**src/fau_pkg.sv**
```systemverilog
// Shared types, widths and opcodes for the feature accumulator update block.
package fau_pkg;

    localparam int ELEM_W    = 16;
    localparam int LANES     = 16;
    localparam int LANE_BITS = 4;
    localparam int COL_W     = 8;
    localparam int FEAT_W    = 7;
    localparam int OP_W      = 3;

    localparam int DEF_ACC_WIDTH    = 256;
    localparam int DEF_NUM_FEATURES = 128;

    localparam logic [OP_W-1:0] OP_LOAD_WEIGHT    = 3'd0;
    localparam logic [OP_W-1:0] OP_ADD_FEATURE    = 3'd1;
    localparam logic [OP_W-1:0] OP_REMOVE_FEATURE = 3'd2;
    localparam logic [OP_W-1:0] OP_READ_ACC       = 3'd3;
    localparam logic [OP_W-1:0] OP_WRITE_ACC      = 3'd4;

    typedef logic [ELEM_W-1:0] elem_t;
    typedef elem_t [LANES-1:0] chunk_t;

    // Control for the lane unit that sits in the chain's feedback path
    typedef struct packed {
        logic [OP_W-1:0]      op;
        logic                 hit;
        logic [LANE_BITS-1:0] lane;
        elem_t                data;
    } upd_ctrl_t;

endpackage

```
**src/fau_cell.sv**
```systemverilog
// One accumulator cell: holds a chunk of lanes and takes its neighbor's chunk on shift.
module fau_cell (
    input  logic            clk,
    input  logic            rst_n,
    input  logic            shift,
    input  fau_pkg::chunk_t din,
    output fau_pkg::chunk_t dout
);
    import fau_pkg::*;

    chunk_t chunk_reg;

    // Hold the chunk, advance it when the chain rotates
    always_ff @(posedge clk or negedge rst_n)
    begin
        if (!rst_n)
        begin
            chunk_reg <= '0;
        end
        else if (shift)
        begin
            chunk_reg <= din;
        end
    end

    assign dout = chunk_reg;

endmodule

```
**config.mk**
```make
export PLATFORM = sky130hd
export DESIGN_NAME = fau_cell
export DESIGN_NICKNAME = d
export VERILOG_FILES = /design/src/fau_pkg.sv /design/src/fau_cell.sv
export SDC_FILE = /design/constraint.sdc
export NUM_CORES = 1
export LEC_CHECK = 0
export BUFFER_PORTS_ARGS = -buffer_cell sky130_fd_sc_hd__buf_4
export CAP_MARGIN = 20
export CORE_AREA = 2 2 201 203
export CTS_BUF_LIST = sky130_fd_sc_hd__clkbuf_2
export DETAILED_ROUTE_END_ITERATION = 6
export DIE_AREA = 0 0 203 205
export PLACE_DENSITY = 0.49
export SLEW_MARGIN = 20
export SYNTH_ARGS = -nofsm -noshare
export SYNTH_HDL_FRONTEND = slang
export SYNTH_SLANG_ARGS = --single-unit
```
**constraint.sdc**
```tcl
create_clock -name clk -period 2.1 [get_ports clk]
set_input_delay 0.105 -clock clk [delete_from_list [all_inputs] [get_ports clk]]
set_output_delay 0.105 -clock clk [all_outputs]
set_load 0.02 [all_outputs]
```
==> results of run 1 <==
-- cell usage after synthesis --
cell type  number  area, um^2
buf_2           1       5.000
mux2_2        256        2883
dfrtp_1       256        6406
buf_4           1       7.510
buf_6          26       292.8
-- through the flow --
| step | util [%] | instance area (um^2) | setup WS, ps | hold WS (ps) |
|---|---|---|---|---|
| floorplan | - | 9594 | 1247 | -190.6 |
| global placement | 35.89 | 14130 | 761.5 | 85.44 |
| detailed placement | 35.89 | 14130 | 735.5 | 81.11 |
-- logic make-up after synthesis --
kind of cell,Yosys count,share of synthesized area [%]
muxes,256,30.05
DFF,256,66.77
buffers and inverters,28,3.182
==> run metrics, run 1 <==
status=did not finish; failing step=clock tree synthesis (4_1_cts); Err=[ERROR RSZ-0060] Max buffer count reached.; synthesized instance count=540; root buffer cell=clkbuf_2; IO Port Bufs=514; CTS Buf Count=72; detailed placer's ending HPWL=21.71 mm; Placed Instances=1572; post_cts resized=0; Initial Util=24.37%; #FFs+latches synth=256; mapped cell area=9594 um^2; Post-CTS Hold Fix Bufs=339; die width=203 um; # H-tree levels=3; CTS Buffer Depth=3; Syn Nets=799; synth unique cells=5; # Post-CTS Setup Buffers=0; Cell Rows=73; # IOs=515; Yosys warnings=0; Final GP Congestion=0.7315; Syn Area/Cell=17.77 um^2; die height=205 um; # clock sinks=256; share of the yosys chip area belonging to registers=66.77%
==> run 2: changes to the inputs <==
--- a/config.mk
+++ b/config.mk
@@ -8,10 +8,9 @@
 export BUFFER_PORTS_ARGS = -buffer_cell sky130_fd_sc_hd__buf_4
 export CAP_MARGIN = 20
 export CORE_AREA = 2 2 201 203
-export CTS_BUF_LIST = sky130_fd_sc_hd__clkbuf_2
 export DETAILED_ROUTE_END_ITERATION = 6
 export DIE_AREA = 0 0 203 205
-export PLACE_DENSITY = 0.49
+export PLACE_DENSITY_LB_ADDON = 0.15
 export SLEW_MARGIN = 20
 export SYNTH_ARGS = -nofsm -noshare
 export SYNTH_HDL_FRONTEND = slang
==> run metrics, run 2 <==
status=finished, final reports clean; Post-Route Skew=0 ps; mapped cell area=9594 um^2; Tmin final=1257 ps; Yosys warnings=0; Max-Cap Viols=0; commonest non-fill, non-tap cells in the layout=526 x buf_4, 257 x dlygate4sd3_1, 256 x mux2_2, 256 x dfrtp_1, 31 x clkbuf_16; # Post-CTS Setup Buffers=0; TritonCTS clock tree=done; Final Hold Viols=0; WL final=31.00 mm; Clock power frac=37.2%; post_cts resized=0; VDD IR max=693.3 uV; cell taking the most area after synthesis=dfrtp_1; most common cell after layout, fill and taps aside=buf_4; Int Pwr=10.29 mW; number of flops mapped to enable cells by yosys=0; R2R setup slack=1280 ps; Power per Cell Area=794.3 nW/um^2; Worst-path clk slew=60 ps; max-slew violations=0; Avg Vias per Cell=4.023; Critical Path RT=2000 ps; Lkg Pwr=8.164 nW; CP max-delay cell=dfrtp_1; initial antenna violation count=0; Max transition margin=62.25%; detailed-route DRC error count=0; per-cell routed wire length=16.46 um; synth unique cells=5; synthesized instance count=540; share of the yosys chip area belonging to registers=66.77%; drt first-iter violations=252; root buffer cell=clkbuf_16; asr flop ratio synth=100.0%; die height=205 um; Setup-failing EPs final=0; Post-CTS Hold Fix Bufs=257; NumNets Final=1594; startpoint types=flop; buffer and inverter count on the worst path=1; Clock Latency Late Sink=550 ps; # clock sinks=256; Logic pwr share=22.1%; Slew @ Worst Pin=566.2 ps; GR Util All Layers=14.50%; Worst EP arrival=1150 ps; CTS Buf Count=30; Syn Nets=799; HP Class=in -> reg; die area=41620 um^2; final core occ=44.74%; #FFs+latches synth=256; sw power=3.701 mW; Top FF cell, synth=dfrtp_1; final period utilization=59.87%; Yosys top cell area share=66.77%; die width=203 um; # H-tree levels=1; Placed Instances=1571; CTS Buffer Depth=3; antenna fix cells=0; Antenna Nets Post-Route=0; Max Fclk=795.3 MHz; Sw Ratio=26.46%; Post-Layout Cell Count=1883; Final GP Congestion=0.7208; Initial DRT Pass Iterations=4; vias in the first global route=8303; # IOs=515; first-pass GRT wire length=47.47 mm; vias=7575; Commonest cells post-synth=256 x dfrtp_1, 256 x mux2_2, 26 x buf_6; final setup TNS=0 ps; Syn Area/Cell=17.77 um^2; IO Port Bufs=514; RSZ-0062 raised after global routing=false; max reg flops=256; Area Growth Syn to Fin=83.57%; ranking of synthesized cells by area=dfrtp_1 67%, mux2_2 30%, buf_6 3.1%; Cell Rows=73; core area=39370 um^2; fraction of layout cells with a size suffix above 1=61.41%; CP Class=reg -> out; largest net degree at the start of global routing=62; largest stage delay on the critical path=420 ps; CP endpoint kind=output pin; Sequential Power Share=40.7%; Critical Path Fanout Max=2; kind of cell adding the most delay to the critical path=flip-flops; detailed placer's ending HPWL=22.07 mm; GRT overflow=0; Initial Util=24.37%; worst path cell trace=buf_4
run 2: cell counts after synthesis:
No cell type changed its count.
run 2: final cells by class:
| class | count | area, um^2 |
|---|---|---|
| fillers | 3620 | 21750 |
| well taps | 525 | 656.9 |
| clock buffers | 52 | 954.7 |
| repair buffers | 791 | 6671 |
| clock inverters | 3 | 40.04 |
| multi-input cells | 256 | 2883 |
| flip-flops and latches | 256 | 6406 |
run 2: logic make-up after synthesis:
kind of cell / after synthesis / share of synthesized area, %
mux: 256 / 30.05
flops: 256 / 66.77
buf+inv: 28 / 3.182
run 2: final timing paths:
kind,startpoint,end,cells past startpoint
hold reg to reg,dout[97]$_DFFE_PN0P_,dout[97]$_DFFE_PN0P_,1
min in group asynchronous,rst_n,dout[125]$_DFFE_PN0P_,2
setup reg to reg,dout[78]$_DFFE_PN0P_,dout[78]$_DFFE_PN0P_,1
setup / recovery,dout[78]$_DFFE_PN0P_,dout[78],1
hold / removal,shift,dout[47]$_DFFE_PN0P_,2
max in group asynchronous,rst_n,dout[31]$_DFFE_PN0P_,3
run 2: power by group through the flow:
stage	clock network (mW)	logic [mW]	registers (mW)
2_1_floorplan	0	0.631	6.38
4_1_cts	5.43	3.13	5.69
6_report	5.21	3.09	5.69
3_3_place_gp	0	2.72	5.76
3_5_place_dp	0	2.72	5.77
5_1_grt	5.66	3.28	5.76
run 2: metal layers:
| layer | wire (um) | global-route usage, % |
|---|---|---|
| met1 | 11680 | 16.44 |
| met2 | 15730 | 25.43 |
| met3 | 2895 | 5.107 |
| met5 | 0 | 0 |
| met4 | 702 | 4.797 |
run 2: metrics by stage:
| stage | hold slack [ps] | area (um^2) | setup WS (ps) | power [mW] |
|---|---|---|---|---|
| floorplan | -190.6 | 9594 | 1247 | 7.007 |
| global placement | 107.7 | 14040 | 694.2 | 8.481 |
| detailed placement | 100.1 | 14040 | 685.7 | 8.496 |
| CTS | 61.15 | 17610 | 787.3 | 14.26 |
| global route | 71.81 | 17610 | 794.1 | 14.70 |
| finish | 66.49 | 17610 | 842.7 | 13.99 |
No activity file was read; power rests on OpenSTA's default activity.
