File: src/fau_pkg.sv
// Shared types, widths and opcodes for the feature accumulator update block.
package fau_pkg;

    localparam int ELEM_W    = 16;
    localparam int LANES     = 16;
    localparam int LANE_BITS = 4;
    localparam int COL_W     = 8;
    localparam int FEAT_W    = 7;
    localparam int OP_W      = 3;

    localparam int DEF_ACC_WIDTH    = 256;
    localparam int DEF_NUM_FEATURES = 128;

    localparam logic [OP_W-1:0] OP_LOAD_WEIGHT    = 3'd0;
    localparam logic [OP_W-1:0] OP_ADD_FEATURE    = 3'd1;
    localparam logic [OP_W-1:0] OP_REMOVE_FEATURE = 3'd2;
    localparam logic [OP_W-1:0] OP_READ_ACC       = 3'd3;
    localparam logic [OP_W-1:0] OP_WRITE_ACC      = 3'd4;

    typedef logic [ELEM_W-1:0] elem_t;
    typedef elem_t [LANES-1:0] chunk_t;

    // Control for the lane unit that sits in the chain's feedback path
    typedef struct packed {
        logic [OP_W-1:0]      op;
        logic                 hit;
        logic [LANE_BITS-1:0] lane;
        elem_t                data;
    } upd_ctrl_t;

endpackage

File: src/fau_update.sv
// Lane unit: adds, subtracts or patches the chunk leaving the head of the chain.
module fau_update (
    input  fau_pkg::upd_ctrl_t ctrl,
    input  fau_pkg::chunk_t    acc,
    input  fau_pkg::chunk_t    wgt,
    output fau_pkg::chunk_t    result
);
    import fau_pkg::*;

    // Work all lanes side by side, wrapping modulo 2^16
    always_comb
    begin
        for (int i = 0; i < LANES; i++)
        begin
            case (ctrl.op)
                OP_ADD_FEATURE:    result[i] = acc[i] + wgt[i];
                OP_REMOVE_FEATURE: result[i] = acc[i] - wgt[i];
                OP_WRITE_ACC:
                    result[i] = (ctrl.hit && (ctrl.lane == LANE_BITS'(i))) ? ctrl.data
                                                                           : acc[i];
                default:           result[i] = acc[i];
            endcase
        end
    end

endmodule

File: config.mk
export PLATFORM = sky130hd
export DESIGN_NAME = fau_update
export DESIGN_NICKNAME = d
export VERILOG_FILES = /design/src/fau_pkg.sv /design/src/fau_update.sv
export SDC_FILE = /design/constraint.sdc
export NUM_CORES = 1
export LEC_CHECK = 0
export BUFFER_PORTS_ARGS = -buffer_cell sky130_fd_sc_hd__buf_2
export CAP_MARGIN = 20
export CORE_AREA = 2 2 306 308
export DETAILED_ROUTE_END_ITERATION = 6
export DIE_AREA = 0 0 308 310
export PLACE_DENSITY = 0.52
export REMOVE_ABC_BUFFERS = 1
export SLEW_MARGIN = 40
export SYNTH_ARGS = -nofsm -noshare
export SYNTH_HDL_FRONTEND = slang
export SYNTH_SLANG_ARGS = --single-unit
File: constraint.sdc
create_clock -name vclk -period 15.08
set_clock_uncertainty 0.05 [all_clocks]
set_input_delay 3.016 -clock vclk [all_inputs]
set_output_delay 3.016 -clock vclk [all_outputs]
set_load 0.01 [all_outputs]
==> results of run 1 <==
how the worst max path moves through the flow:
stage | depth (start not counted) | end | slack [ns] | startpoint
2_1_floorplan | 13 | result[239] | 2.64 | ctrl[23]
3_3_place_gp | 16 | result[255] | 4.80 | ctrl[23]
3_5_place_dp | 15 | result[154] | 4.78 | ctrl[23]
4_1_cts | 15 | result[154] | 4.77 | ctrl[23]
5_1_grt | 16 | result[222] | 4.29 | ctrl[23]
6_report | 15 | result[154] | 4.76 | ctrl[23]
worst max-delay path: cells and delay by family:
family / cells / cell delay (ns)
compound gates: 6 / 1.68
xor+xnor: 1 / 0.16
fa+ha+maj: 1 / 0.45
buf+inv: 3 / 0.93
simple gates: 4 / 0.90
synth_stat cells, types with 19 or more instances:
| cell | instances | area (sq um) |
|---|---|---|
| a211oi_1 | 48 | 360 |
| a21o_1 | 39 | 293 |
| a21oi_1 | 207 | 1040 |
| a221o_1 | 59 | 591 |
| a221oi_1 | 26 | 228 |
| a22oi_1 | 108 | 811 |
| a31oi_1 | 31 | 194 |
| and3_1 | 19 | 119 |
| clkbuf_1 | 113 | 424 |
| ha_1 | 256 | 3200 |
| inv_1 | 140 | 526 |
| mux2_2 | 22 | 248 |
| mux2i_1 | 36 | 360 |
| nand2_1 | 181 | 679 |
| nand2b_1 | 80 | 500 |
| nand3_1 | 26 | 130 |
| nor2_1 | 293 | 1100 |
| nor2b_1 | 71 | 444 |
| nor3_1 | 89 | 445 |
| nor3b_1 | 22 | 165 |
| nor4_1 | 24 | 150 |
| o21a_1 | 49 | 368 |
| o21ai_0 | 311 | 1560 |
| o31ai_1 | 59 | 443 |
| o41ai_1 | 23 | 201 |
| or3_1 | 32 | 200 |
| xnor2_1 | 209 | 1830 |
| xor2_1 | 165 | 1450 |
final cells by class:
type | count | area [sq um]
inverters | 140 | 526
diodes | 27 | 67.6
fillers | 10500 | 67100
well taps | 1197 | 1500
multi-input cells | 2686 | 19000
repair buffers | 824 | 4280
metal layers:
metal  wire [um]  vias to the layer above  global-route usage [%]
li1            -                    12400                       -
met1       45300                    12300                    27.1
met2       52200                     1144                    36.8
met3        9540                      207                    4.46
met4        4460                       22                    8.61
met5         148                        -                       0
cells by family after synthesis:
group	share of synthesized area [%]
buf+inv	5.11
compound gates	35.5
simple gates	22.2
fa+ha+maj	17.6
mux	3.05
xor+xnor	16.5
power breakdown:
group	leakage (uW)	switching, uW	internal [uW]
clock	0.000000171	0	0.000203
sequential	0	0	0
combinational	0.0117	748	522
total	0.0117	748	522
per-stage QoR:
stage / instances / power [uW] / setup slack [ns]
5_1_grt: 4871 / 1400 / 4.29
3_5_place_dp: 4845 / 1250 / 4.78
4_1_cts: 4845 / 1260 / 4.77
3_3_place_gp: 4845 / 1250 / 4.80
2_1_floorplan: 2826 / 793 / 2.64
6_report: 4874 / 1270 / 4.76
==> results.json, run 1 <==
{
  "dieArea_sq_mm": 0.0955,
  "min_period_ns": 10.32,
  "via_count": 26100,
  "fp.coreArea_sq_mm": 0.0925,
  "chipHeight_um": 310,
  "first_iter_violations": 2074,
  "mostFrequentLayoutCells": "781 x buf_2, 311 x o21ai_0, 270 x nor2_1",
  "drt_pass1_iterations": 6,
  "path_class": "input pin to primary output",
  "min-delay-start": "acc[96]",
  "place.gp.congestion": 0.926,
  "critical_path.cell_chain": "buf_2 > nand2b_1 > or2_4 > buf_4 > o21ai_0 > fa_1 > nor2b_1 > o31ai_1 > a211oi_1 > o21ai_0 > o21ai_0 > nor2_1 > xor2_1 > o21ai_0 > buf_2",
  "grt_pass1_wl_mm": 159,
  "post_cts_buffers": 0,
  "detailed_place_hpwl_mm": 89.1,
  "crit_top_cell": "o21ai_0",
  "finalSetupViolCount": 0,
  "overflow": 0,
  "ant_nets": 0,
  "final_common_cell": "buf_2",
  "grt_usage_pct": 21.8,
  "required_ns": 12.01,
  "cts_hold_buf": 0,
  "avgRoutedWirePerCell_um": 22.9,
  "ir_drop_mv": 0.0325,
  "nNetsFinal": 4460,
  "drive_gt1_share_pct": 24.8,
  "grt_max_degree": 137,
  "slew_headroom_pct": 40.6,
  "period_share_pct": 68.4,
  "finalHoldViolations": 0,
  "holdWs_ns": 6.31,
  "io_pins": 792,
  "drt-total-wl_mm": 112,
  "n_sequential_cell": 0,
  "yosysSeqAreaShare_pct": 0,
  "grt_pass1_vias": 24500,
  "fin_util_pct": 27.5,
  "crit_arrival_ns": 7.25,
  "min_to": "result[96]",
  "status": "complete, no violations",
  "drv_cap": 0,
  "start_util_pct": 21.6,
  "drc_errors": 0,
  "postSynthAreaPerCell_sq_um": 6.75,
  "final.setup.tns_ns": 0,
  "slew_violations": 0,
  "chipWidth_um": 308,
  "routed_via_density": 5.35,
  "p_leak_uw": 0.0117,
  "synth_warnings": 0,
  "fmax_mhz": 96.9,
  "syn-instance-count": 2957,
  "fin_area_sq_mm": 0.0254,
  "antenna_found_initial": 44,
  "clkbuf_count": 0,
  "synth_area_sq_mm": 0.0200,
  "tightest_slew_ns": 0.891,
  "cts-resized-gates": 0,
  "p_per_area_mw_per_mm2": 50.0,
  "fp-row-count": 112,
  "placed_cell_area_sq_mm": 0.0253,
  "area_growth_pct": 27.3,
  "worstPathMaxFanout": 56,
  "seqCellArea_sq_um": 0,
  "port_buffers": 792,
  "whs_path_depth": 3,
  "worst_setup_path_end_kind": "primary output",
  "rsz0062_at_grt": "no",
  "synth.distinct_cells": 75,
  "cpPeakStageDelay_ns": 0.57,
  "hp-class": "input pin to primary output",
  "crit_path_start_kind": "input pin",
  "cpMaxStageDelayCell": "buf_4"
}
Power figures use the tool's default switching activity.
==> run 2: changes to the inputs <==
clock period = 10.5 ns   (was 15.08 ns; I/O delays follow)
==> run 2 against run 1 <==
Sequential cell count did not move. Via count rose by 0.25%. Non-clock buffer count rose by 6. First-iteration DRC count fell by 7.1%. Critical endpoint is now result[185]. Utilization rose by 0.11 points. Final area rose by 0.40%. Worst setup slack got worse by 2.6 ns. Clock-buffer cell count did not move. Global-route usage barely moved. Combinational power rose by 44%. Largest cell class unchanged. Power rose by 44%. Routed wire length rose by 0.60%.
==> results.json, run 2 (synthesis results as in run 1) <==
{
  "status": "complete, no violations",
  "holdWs_ns": 4.49,
  "ir_drop_mv": 0.0490,
  "rsz0062_at_grt": "no",
  "p_per_area_mw_per_mm2": 71.8,
  "seq_power_share_pct": 0,
  "finalSetupViolCount": 0,
  "n_sequential_cell": 0,
  "detailed_place_hpwl_mm": 90.3,
  "crit_path_start_kind": "input pin",
  "finalHoldViolations": 0,
  "overflow": 0,
  "nNetsFinal": 4466,
  "required_ns": 8.35,
  "place.gp.congestion": 0.934,
  "drive_gt1_share_pct": 24.8,
  "io_pins": 792,
  "first_iter_violations": 1927,
  "grt_pass1_wl_mm": 158,
  "worst_setup_path_end_kind": "primary output",
  "grt_max_degree": 133,
  "chipWidth_um": 308,
  "p_comb_share_pct": 100.0,
  "dp.cells": 4853,
  "fp-row-count": 112,
  "min_period_ns": 8.30,
  "fin_area_sq_mm": 0.0255,
  "drt_pass1_iterations": 6,
  "p_leak_uw": 0.0117,
  "clock_power_share_pct": 0,
  "area_growth_pct": 27.8,
  "fin_util_pct": 27.6,
  "stdcell_count": 4876,
  "antenna_found_initial": 38,
  "path_class": "input pin to primary output",
  "crit_arrival_ns": 6.15,
  "drt-total-wl_mm": 112,
  "period_share_pct": 79.1,
  "port_buffers": 792,
  "setup_slack_ns": 2.20,
  "routed_via_density": 5.36,
  "seqCellArea_sq_um": 0,
  "ant_nets": 0,
  "via_count": 26100,
  "tightest_slew_ns": 0.835,
  "avgRoutedWirePerCell_um": 23.0,
  "post_cts_buffers": 0,
  "grt_usage_pct": 21.9,
  "power_switching_uw": 1080,
  "grt_pass1_vias": 24200,
  "dieArea_sq_mm": 0.0955,
  "p_int_uw": 753,
  "drc_errors": 0,
  "pre_cts_slack_ns": 2.24,
  "placed_cell_area_sq_mm": 0.0255,
  "final_common_cell": "buf_2",
  "drv_cap": 0,
  "clkbuf_count": 0,
  "start_util_pct": 21.6,
  "slew_violations": 0,
  "hp-class": "input pin to primary output",
  "nFillCells": 10500,
  "worstPathMaxFanout": 47,
  "slew_headroom_pct": 44.4,
  "fmax_mhz": 120,
  "chipHeight_um": 310,
  "cts-resized-gates": 0,
  "switching_share_pct": 58.9,
  "cts_hold_buf": 0,
  "mostFrequentLayoutCells": "781 x buf_2, 311 x o21ai_0, 272 x nor2_1",
  "fp.coreArea_sq_mm": 0.0925
}
-- run 2: changes by cell type in the layout (fill, tap and decap cells not counted) --
cell,before,now
o41ai_1,21,22
buf_12,2,6
diode_2,27,23
buf_16,1,2
nor2_2,24,20
nor2_4,2,4
o41ai_2,2,1
buf_4,40,41
nor2_1,270,272
-- run 2: power groups by stage --
stage | clock (uW) | combinational [uW] | sequential, uW
after CTS | 0 | 1820 | 0
final | 0.000127 | 1830 | 0
after global placement | 0 | 1800 | 0
after detailed placement | 0 | 1810 | 0
after global routing | 0.000217 | 2010 | 0
after floorplan | 0 | 1140 | 0
-- run 2: layer usage --
layer / routed length, um / global-route usage (%) / vias up
met5: 110 / 0 / -
met4: 4200 / 8.04 / 18
met3: 8190 / 4.01 / 216
met2: 53200 / 37.6 / 1139
met1: 46700 / 27.1 / 12300
li1: - / - / 12400
-- run 2: critical path, stage by stage --
cell      delay (ns)
buf_2           0.14
nand2b_1        0.23
or2_4           0.42
buf_12          0.24
o21ai_0         0.36
inv_1           0.09
ha_1            0.27
nor2b_1         0.14
o31a_1          0.27
o41ai_1         0.56
o21bai_1        0.20
a21o_1          0.21
a21oi_1         0.16
xor2_1          0.31
o21ai_0         0.16
buf_2           0.20
-- run 2: worst paths after layout --
path | slack (ns) | cells after the start | from | endpoint
max | 2.20 | 16 | ctrl[23] | result[185]
min | 4.49 | 3 | acc[96] | result[96]
-- run 2: cell type report --
class                           count  area [sq um]  area share (%)
Multi-Input combinational cell   2686         19000            74.6
Inverter                          140           526            2.06
Antenna cell                       23          57.6           0.226
Timing Repair Buffer              830          4390            17.2
Tap cell                         1197          1500            5.87
-- run 2: through the flow --
stage	setup TNS (ns)	power [uW]
2_1_floorplan	-0.515	1140
3_3_place_gp	0	1800
3_5_place_dp	0	1810
4_1_cts	0	1820
5_1_grt	0	2010
6_report	0	1830
